## src/rtl/core/b64se_pkg.sv

```systemverilog
// Base64 stream encoder package: group descriptor type, queue depth,
// pad character and the sextet-to-ASCII alphabet function.
// No dependencies.
`timescale 1ns / 1ps
`default_nettype none

package b64se_pkg;

  localparam int unsigned QueueDepth = 2;

  localparam logic [7:0] PadChar = 8'h3D;

  localparam logic [2:0] NcharFull = 3'd4;
  localparam logic [2:0] NcharOne  = 3'd2;
  localparam logic [2:0] NcharTwo  = 3'd3;

  // One 24-bit group handed from the front to the back.
  typedef struct packed {
    logic [23:0] group;
    logic [2:0]  nchar;  // characters that carry data, rest are pad
    logic        last;
  } b64se_grp_t;

  function automatic logic [7:0] b64_char(input logic [5:0] v);
    logic [7:0] c;
    case (v) inside
      [6'd0:6'd25]:  c = 8'h41 + {2'b00, v};
      [6'd26:6'd51]: c = 8'h61 + {2'b00, v} - 8'd26;
      [6'd52:6'd61]: c = 8'h30 + {2'b00, v} - 8'd52;
      6'd62:         c = 8'h2B;
      default:       c = 8'h2F;
    endcase
    return c;
  endfunction

endpackage

`default_nettype wire

```

## src/rtl/core/b64se_if.sv

```systemverilog
// Valid/ready channel interfaces for the Base64 stream encoder:
// raw byte requests in, ASCII character requests out. No dependencies.
`timescale 1ns / 1ps
`default_nettype none

interface b64se_byte_if;
  logic       valid;
  logic       ready;
  logic [7:0] data_byte;
  logic       end_of_message;

  modport source (output valid, output data_byte, output end_of_message, input ready);
  modport sink   (input valid, input data_byte, input end_of_message, output ready);
endinterface

interface b64se_char_if;
  logic       valid;
  logic       ready;
  logic [7:0] out_char;
  logic       out_last;

  modport source (output valid, output out_char, output out_last, input ready);
  modport sink   (input valid, input out_char, input out_last, output ready);
endinterface

`default_nettype wire

```

## src/rtl/core/b64se_front.sv

```systemverilog
// Front end: collects bytes into 24-bit groups and pushes one descriptor
// per finished or closing group. Depends on b64se_pkg, b64se_if.
`timescale 1ns / 1ps
`default_nettype none

module b64se_front (
  input  wire logic                  clk_i,
  input  wire logic                  rst_ni,
  b64se_byte_if.sink                 byte_i,
  output      logic                  push_valid_o,
  input  wire logic                  push_ready_i,
  output      b64se_pkg::b64se_grp_t push_data_o
);

  logic [1:0]  cnt_q, cnt_d;
  logic [15:0] pend_q, pend_d;
  logic        acc;
  logic        emit;

  assign byte_i.ready = push_ready_i;
  assign acc          = byte_i.valid && byte_i.ready;
  assign emit         = cnt_q[1] || byte_i.end_of_message;
  assign push_valid_o = byte_i.valid && emit;

  always_comb begin
    push_data_o = '0;
    if (cnt_q[1]) begin
      push_data_o.group = {pend_q, byte_i.data_byte};
      push_data_o.nchar = b64se_pkg::NcharFull;
      push_data_o.last  = byte_i.end_of_message;
    end else if (cnt_q == 2'd0) begin
      push_data_o.group = {byte_i.data_byte, 16'h0000};
      push_data_o.nchar = b64se_pkg::NcharOne;
      push_data_o.last  = 1'b1;
    end else begin
      push_data_o.group = {pend_q[7:0], byte_i.data_byte, 8'h00};
      push_data_o.nchar = b64se_pkg::NcharTwo;
      push_data_o.last  = 1'b1;
    end
  end

  always_comb begin
    cnt_d  = cnt_q;
    pend_d = pend_q;
    if (acc) begin
      if (emit) begin
        cnt_d  = 2'd0;
        pend_d = '0;
      end else begin
        cnt_d  = cnt_q + 2'd1;
        pend_d = {pend_q[7:0], byte_i.data_byte};
      end
    end
  end

  always_ff @(posedge clk_i or negedge rst_ni) begin
    if (!rst_ni) begin
      cnt_q  <= 2'd0;
      pend_q <= '0;
    end else begin
      cnt_q  <= cnt_d;
      pend_q <= pend_d;
    end
  end

  a_cnt_range: assert property (@(posedge clk_i) disable iff (!rst_ni)
    cnt_q != 2'd3)
    else $error("pending count reached three");

  a_eom_pushes: assert property (@(posedge clk_i) disable iff (!rst_ni)
    acc && byte_i.end_of_message |-> push_valid_o && push_data_o.last)
    else $error("end of message byte not pushed as last group");

endmodule

`default_nettype wire

```

## src/rtl/core/b64se_fifo.sv

```systemverilog
// Short group queue between front and back ends.
// Depends on b64se_pkg.
`timescale 1ns / 1ps
`default_nettype none

module b64se_fifo #(
  parameter int unsigned Depth = b64se_pkg::QueueDepth
) (
  input  wire logic                  clk_i,
  input  wire logic                  rst_ni,
  input  wire logic                  push_valid_i,
  output      logic                  push_ready_o,
  input  wire b64se_pkg::b64se_grp_t push_data_i,
  output      logic                  pop_valid_o,
  input  wire logic                  pop_ready_i,
  output      b64se_pkg::b64se_grp_t pop_data_o
);

  localparam int unsigned PtrW = (Depth > 1) ? $clog2(Depth) : 1;
  localparam int unsigned CntW = $clog2(Depth + 1);
  localparam logic [PtrW-1:0] LastPtr = PtrW'(Depth - 1);
  localparam logic [CntW-1:0] FullCnt = CntW'(Depth);

  b64se_pkg::b64se_grp_t mem_q [Depth];
  logic [PtrW-1:0] wr_q, wr_d, rd_q, rd_d;
  logic [CntW-1:0] cnt_q, cnt_d;
  logic            push, pop;

  assign push_ready_o = cnt_q != FullCnt;
  assign pop_valid_o  = cnt_q != '0;
  assign push         = push_valid_i && push_ready_o;
  assign pop          = pop_valid_o && pop_ready_i;
  assign pop_data_o   = mem_q[rd_q];

  always_comb begin
    wr_d  = wr_q;
    rd_d  = rd_q;
    cnt_d = cnt_q;
    if (push) wr_d = (wr_q == LastPtr) ? '0 : wr_q + PtrW'(1);
    if (pop)  rd_d = (rd_q == LastPtr) ? '0 : rd_q + PtrW'(1);
    if (push && !pop)      cnt_d = cnt_q + CntW'(1);
    else if (pop && !push) cnt_d = cnt_q - CntW'(1);
  end

  always_ff @(posedge clk_i or negedge rst_ni) begin
    if (!rst_ni) begin
      wr_q  <= '0;
      rd_q  <= '0;
      cnt_q <= '0;
    end else begin
      wr_q  <= wr_d;
      rd_q  <= rd_d;
      cnt_q <= cnt_d;
    end
  end

  always_ff @(posedge clk_i) begin
    if (push) mem_q[wr_q] <= push_data_i;
  end

  a_cnt_bound: assert property (@(posedge clk_i) disable iff (!rst_ni)
    cnt_q <= FullCnt)
    else $error("group queue overflow");

endmodule

`default_nettype wire

```

## src/rtl/core/b64se_back.sv

```systemverilog
// Back end: serializes one group into four characters through the
// output register. Depends on b64se_pkg, b64se_if.
`timescale 1ns / 1ps
`default_nettype none

module b64se_back (
  input  wire logic                  clk_i,
  input  wire logic                  rst_ni,
  input  wire logic                  pop_valid_i,
  output      logic                  pop_ready_o,
  input  wire b64se_pkg::b64se_grp_t pop_data_i,
  b64se_char_if.source               char_o
);

  logic                  busy_q, busy_d;
  logic [1:0]            k_q, k_d;
  b64se_pkg::b64se_grp_t cur_q;
  logic                  ov_q, ov_d;
  logic [7:0]            char_q, char_d;
  logic                  last_q, last_d;
  logic                  load, fin, pop;
  logic [5:0]            sextet;

  assign load        = busy_q && (!ov_q || char_o.ready);
  assign fin         = load && (k_q == 2'd3);
  assign pop_ready_o = !busy_q || fin;
  assign pop         = pop_valid_i && pop_ready_o;

  always_comb begin
    case (k_q)
      2'd0:    sextet = cur_q.group[23:18];
      2'd1:    sextet = cur_q.group[17:12];
      2'd2:    sextet = cur_q.group[11:6];
      default: sextet = cur_q.group[5:0];
    endcase
    char_d = ({1'b0, k_q} < cur_q.nchar) ? b64se_pkg::b64_char(sextet)
                                          : b64se_pkg::PadChar;
    last_d = cur_q.last && (k_q == 2'd3);
  end

  always_comb begin
    busy_d = busy_q;
    k_d    = k_q;
    if (fin) busy_d = 1'b0;
    if (pop) begin
      busy_d = 1'b1;
      k_d    = 2'd0;
    end else if (load) begin
      k_d = k_q + 2'd1;
    end
    ov_d = ov_q;
    if (load)              ov_d = 1'b1;
    else if (char_o.ready) ov_d = 1'b0;
  end

  always_ff @(posedge clk_i or negedge rst_ni) begin
    if (!rst_ni) begin
      busy_q <= 1'b0;
      k_q    <= 2'd0;
      ov_q   <= 1'b0;
    end else begin
      busy_q <= busy_d;
      k_q    <= k_d;
      ov_q   <= ov_d;
    end
  end

  always_ff @(posedge clk_i) begin
    if (pop) cur_q <= pop_data_i;
    if (load) begin
      char_q <= char_d;
      last_q <= last_d;
    end
  end

  assign char_o.valid    = ov_q;
  assign char_o.out_char = char_q;
  assign char_o.out_last = last_q;

  a_no_early_pad: assert property (@(posedge clk_i) disable iff (!rst_ni)
    load && (k_q < 2'd2) |=> char_q != b64se_pkg::PadChar)
    else $error("pad emitted in a data position");

endmodule

`default_nettype wire

```

## src/rtl/core/base64_stream_encoder.sv

```systemverilog
// Top level of the Base64 stream encoder: front end, group queue, back end.
// Depends on b64se_pkg, b64se_if, b64se_front, b64se_fifo, b64se_back.
//
//   channel  dir  payload                       handshake
//   byte_i   in   data_byte[7:0], end_of_message valid/ready
//   char_o   out  out_char[7:0], out_last        valid/ready
//
// Characters leave at one per cycle from the back-end serializer while the
// output is ready, so a full group of three bytes yields four characters.
// A short final group always yields four characters, padding included.
// A closing group goes through the queue, group register and output register.
// Reset clears the pending bytes, the queue and the serializer at once.
// Input stalls only when the queue is full; output stalls back up into it.
`timescale 1ns / 1ps
`default_nettype none

module base64_stream_encoder #(
  parameter int unsigned QueueDepth = b64se_pkg::QueueDepth
) (
  input  wire logic    clk_i,
  input  wire logic    rst_ni,
  b64se_byte_if.sink   byte_i,
  b64se_char_if.source char_o
);

  logic                  push_valid, push_ready, pop_valid, pop_ready;
  b64se_pkg::b64se_grp_t push_data, pop_data;

  b64se_front u_front (
    .clk_i        (clk_i),
    .rst_ni       (rst_ni),
    .byte_i       (byte_i),
    .push_valid_o (push_valid),
    .push_ready_i (push_ready),
    .push_data_o  (push_data)
  );

  b64se_fifo #(
    .Depth (QueueDepth)
  ) u_fifo (
    .clk_i        (clk_i),
    .rst_ni       (rst_ni),
    .push_valid_i (push_valid),
    .push_ready_o (push_ready),
    .push_data_i  (push_data),
    .pop_valid_o  (pop_valid),
    .pop_ready_i  (pop_ready),
    .pop_data_o   (pop_data)
  );

  b64se_back u_back (
    .clk_i       (clk_i),
    .rst_ni      (rst_ni),
    .pop_valid_i (pop_valid),
    .pop_ready_o (pop_ready),
    .pop_data_i  (pop_data),
    .char_o      (char_o)
  );

endmodule

`default_nettype wire
```

## src/flat_wrapper.sv

```systemverilog
// flat-port wrapper written by rule: the top's interface ports become plain ports
module base64_stream_encoder_flat 
#(
  parameter int unsigned QueueDepth = b64se_pkg::QueueDepth
)
  (clk_i, rst_ni, byte_i_valid, byte_i_data_byte, byte_i_end_of_message, byte_i_ready, char_o_valid, char_o_out_char, char_o_out_last, char_o_ready);
  b64se_byte_if byte_i_i ();
  b64se_char_if char_o_i ();
  input  wire logic clk_i;
  input  wire logic rst_ni;
  input wire logic [$bits(byte_i_i.valid)-1:0] byte_i_valid;
  input wire logic [$bits(byte_i_i.data_byte)-1:0] byte_i_data_byte;
  input wire logic [$bits(byte_i_i.end_of_message)-1:0] byte_i_end_of_message;
  output wire logic [$bits(byte_i_i.ready)-1:0] byte_i_ready;
  output wire logic [$bits(char_o_i.valid)-1:0] char_o_valid;
  output wire logic [$bits(char_o_i.out_char)-1:0] char_o_out_char;
  output wire logic [$bits(char_o_i.out_last)-1:0] char_o_out_last;
  input wire logic [$bits(char_o_i.ready)-1:0] char_o_ready;
  assign byte_i_i.valid = byte_i_valid;
  assign byte_i_i.data_byte = byte_i_data_byte;
  assign byte_i_i.end_of_message = byte_i_end_of_message;
  assign byte_i_ready = byte_i_i.ready;
  assign char_o_valid = char_o_i.valid;
  assign char_o_out_char = char_o_i.out_char;
  assign char_o_out_last = char_o_i.out_last;
  assign char_o_i.ready = char_o_ready;
  base64_stream_encoder #(.QueueDepth(QueueDepth)) u_core (.clk_i(clk_i), .rst_ni(rst_ni), .byte_i(byte_i_i), .char_o(char_o_i));
endmodule
```

## config.mk

```make
export PLATFORM = sky130hd
export DESIGN_NAME = base64_stream_encoder_flat
export DESIGN_NICKNAME = d
export VERILOG_FILES = /design/src/rtl/core/b64se_pkg.sv /design/src/rtl/core/b64se_if.sv /design/src/rtl/core/b64se_front.sv /design/src/rtl/core/b64se_fifo.sv /design/src/rtl/core/b64se_back.sv /design/src/rtl/core/base64_stream_encoder.sv /design/src/flat_wrapper.sv
export SDC_FILE = /design/constraint.sdc
export NUM_CORES = 1
export LEC_CHECK = 0
export BUFFER_PORTS_ARGS = -buffer_cell sky130_fd_sc_hd__buf_2
export CAP_MARGIN = 0
export CORE_MARGIN = 4
export CORE_UTILIZATION = 39
export CTS_CLUSTER_DIAMETER = 50
export DETAILED_ROUTE_END_ITERATION = 12
export PLACE_DENSITY_LB_ADDON = 0.05
export RECOVER_POWER = 100
export SYNTH_ARGS = -nofsm -noshare
export SYNTH_HDL_FRONTEND = slang
export SYNTH_SLANG_ARGS = --single-unit
```

## constraint.sdc

```tcl
create_clock -name clk_i -period 2.9 [get_ports clk_i]
set_input_delay 0.29 -clock clk_i [delete_from_list [all_inputs] [get_ports clk_i]]
set_output_delay 0.29 -clock clk_i [all_outputs]
set_load 0.1 [all_outputs]
```

==> flow_summary.toml <==
[status]
status = "complete, but fails checks"
violations = "max-capacitance violations, max-slew violations"

[cts]
clk_pin_slew_ps = 50
tritoncts = "yes"
cts_buffer_depth = 2
insertion_delay_ps = 410
cts-buffers-inserted = 17
htreeDepth = 4
clock_sinks = 119
root_buffer = "clkbuf_16"

[power]
switching_power_mw = 2.84
p_seq_share_pct = 34.9
p_leak_nw = 2.31
p_sw_share_pct = 36.8
powerDensity_nw_per_um2 = 1250
combPwrFrac_pct = 40.3
clockPowerShare_pct = 24.8
internal_power_mw = 4.88
peakVddDrop_v = 0.000393

[synth]
synth_area_sq_um = 5220
synth_top_area_share_pct = 53.6
yosysUniqueCellTypes = 47
yosysTopAreaCell = "edfxtp_1"
ys_warn_count = 0
ys_seq_area_share_pct = 66.0
synth_edf_count = 93
ys_seq_elements = 119
avgSynthCellArea_sq_um = 14.1
syn-num-nets = 397
synthCells = 370
yosys-top-cells-area = "edfxtp_1 (54%), dfrtp_1 (12%), mux2_2 (6.7%), ha_1 (3.4%), a22o_1 (2.7%)"
synthArstFlopShare_pct = 21.8
ys.flop_type = "edfxtp_1"

[cells_and_area]
drive_gt1_share_pct = 21.3
design_area_sq_um = 6190
layout_common_cells = "edfxtp_1 (93), nand2_1 (33), mux2_2 (26), dfrtp_1 (26), o21ai_0 (22)"
final_common_cell = "edfxtp_1"
seq_area_sq_um = 3440
multiInputGateArea_sq_um = 1700
diodes = 0
fillers = 1137
nNetsFinal = 446
syn_to_final_growth_pct = 18.7

[worst_setup_path]
cp.required_ps = 3030
cpMostUsedCell = "inv_1"
critPathLaunchType = "flop"
cp_cell_sequence = "inv_1 -> ha_1 -> a222oi_1 -> mux2_4 -> inv_1 -> ha_1 -> inv_1 -> o22ai_1 -> a2111oi_4 -> nor2_2 -> a2111oi_2 -> o31ai_1"
cp.arrival_ps = 2880
path_max_fanout = 5
cpPeakStageDelay_ps = 380
worst-setup-path-type = "reg2reg"
cp_slowest_cell = "dfrtp_1"
endpoint_kind = "flop"

[sta]
setup_ws_ps = 157
rsz0062_at_grt = "false"
hold_viol_final = 0
finalCriticalPeriod_ps = 2740
worst_pin_slew_ps = 1770
slew_headroom_pct = -17.9
setup_violations = 0
setup_tns_ps = 0
fin_worst_skew_ps = 4.87
max_freq_mhz = 365
finalCritPeriodShare_pct = 94.6
slew_viol_final = 30

[routing]
routed_wl_microns = 9770
wl_per_cell_microns = 16.2
drtAntennaViolNets = 0
dr.pass1.iters = 5
num_vias = 3030
viasPerCell = 5.02
drt-initial-drc-count = 220
drcViolationCount = 0

[placement]
placed_cell_area_sq_um = 5630
io_buffers = 23
dp_slack_ps = -19.2
gp_congestion = 0.880
post-dp-hpwl_microns = 6540

[die]
fp-row-count = 41
die_area_sq_um = 15300
die_y_microns = 124
start_util_pct = 40.5
chipWidth_microns = 124
core_sq_um = 12900
pin_count = 24

[global_route]
grt_pass1_wl_microns = 16000
grt_pass1_vias = 2970
globalRouteOverflowTotal = 0
antenna_found_initial = 0
track_usage_pct = 14.4
grt_max_degree = 47

[flow_run]
cap_violations = 1

[hold_path]
hp-class = "in2reg"
==> flip-flops by register name, summed over array words and instances (netlist names), 2 cells and up <==
signal	cells
u_core.u_back.char_o.out_char	8
u_core.u_back.cur_q	28
u_core.u_back.k_q	2
u_core.u_fifo.cnt_q	2
u_core.u_fifo.mem_q	56
u_core.u_front.cnt_q	2
u_core.u_front.pend_q	16
==> critical path: cells and delay by family, from the launching register on <==
kind                     cells  cell delay (ps)
adder cells (fa/ha/maj)      2              450
flip-flops                   1              380
AO/OA/AOI/OAI                5             1120
multiplexers                 1              220
AND/OR/NAND/NOR              1              100
buffers and inverters        3              200
==> repair_timing <==
item / 4_1_cts / 5_1_grt
hold buffers: 1 / 0
setup endpoints to repair: 4 / 7
pin swaps: 0 / 2
endpoints found under the hold margin: 26 / 0
resized for setup: 2 / 3
buffers inserted: 0 / 3
cloned: 0 / 0
==> logic make-up (layout without fill, tap and decap cells) <==
group                      count (synthesis)  in the layout  synth area share, %
adders and majority gates                 14             14                 3.36
other                                      1              1               0.0719
xor gates and xnor gates                   9              9                 1.51
DFF                                      119            119                 66.0
and+or+nand+nor                           84             84                 7.80
AOI/OAI and AO/OA                         75             75                 10.7
muxes                                     40             40                 8.49
buffers and inverters                     28             89                 2.04
==> per-stage QoR <==
stage	power [mW]	hold slack (ps)	utilization, %	std cells
2_1_floorplan	5.02	-5.59	-	370
3_3_place_gp	5.78	345	43.7	568
3_5_place_dp	5.78	345	43.7	568
4_1_cts	7.78	126	48.1	600
5_1_grt	8.23	134	48.1	603
6_report	7.71	151	48.1	603
==> synthesized netlist by cell type (2+ instances only) <==
cell and instances:
nand3_1 4, dfrtp_1 26, nand2b_1 12, a211oi_1 2, o21ai_1 4, ha_1 14
nor2_2 2, a22o_1 16, a222oi_1 4, and3_1 2, edfxtp_1 93, xor2_1 5
clkbuf_1 11, a21oi_1 7, mux2i_1 8, o21a_1 2, nand2_1 33, nor3_1 4
xnor2_1 4, o31ai_1 2, mux2_2 31, inv_1 14, o21ai_0 23, a22oi_1 3
and2_1 11, nor2_1 12
==> layout make-up <==
class / count / area share [%]
timing repair buffer: 43 / 3.78
clock inverter: 14 / 1.88
multi-input combinational: 223 / 27.5
sequential: 119 / 55.6
inverter: 15 / 0.909
clock buffer: 17 / 6.87
tap: 172 / 3.48
==> worst paths after layout <==
| kind | from | to | slack, ps | depth (start not counted) |
|---|---|---|---|---|
| setup / recovery | u_core.u_back.k_q[0] | u_core.u_back.char_o.out_char[2] | 160 | 12 |
| hold / removal | byte_i_data_byte[6] | u_core.u_front.pend_q[6] | 150 | 2 |
| setup reg to reg | u_core.u_back.k_q[0] | u_core.u_back.char_o.out_char[2] | 160 | 12 |
| hold reg to reg | u_core.u_fifo.cnt_q[1] | u_core.u_fifo.cnt_q[1] | 500 | 1 |
| max in group asynchronous | rst_ni | u_core.u_back.k_q[1] | 1260 | 2 |
| min in group asynchronous | rst_ni | u_core.u_fifo.wr_q | 780 | 2 |
==> per-layer routing <==
metal,wire length [microns],GRT usage (%)
met5,0,0
met2,4390,20.7
met1,4760,20.3
met3,392,3.81
met4,240,7.13
==> power by group through the flow <==
stage / Combinational (mW) / Clock [mW] / Sequential [mW]
after floorplan: 1.94 / 0 / 3.08
after global placement: 3.07 / 0 / 2.71
after detailed placement: 3.05 / 0 / 2.73
after CTS: 3.11 / 1.97 / 2.70
after global routing: 3.43 / 2.06 / 2.74
final: 3.11 / 1.91 / 2.69
No activity file was read; power rests on OpenSTA's default activity.
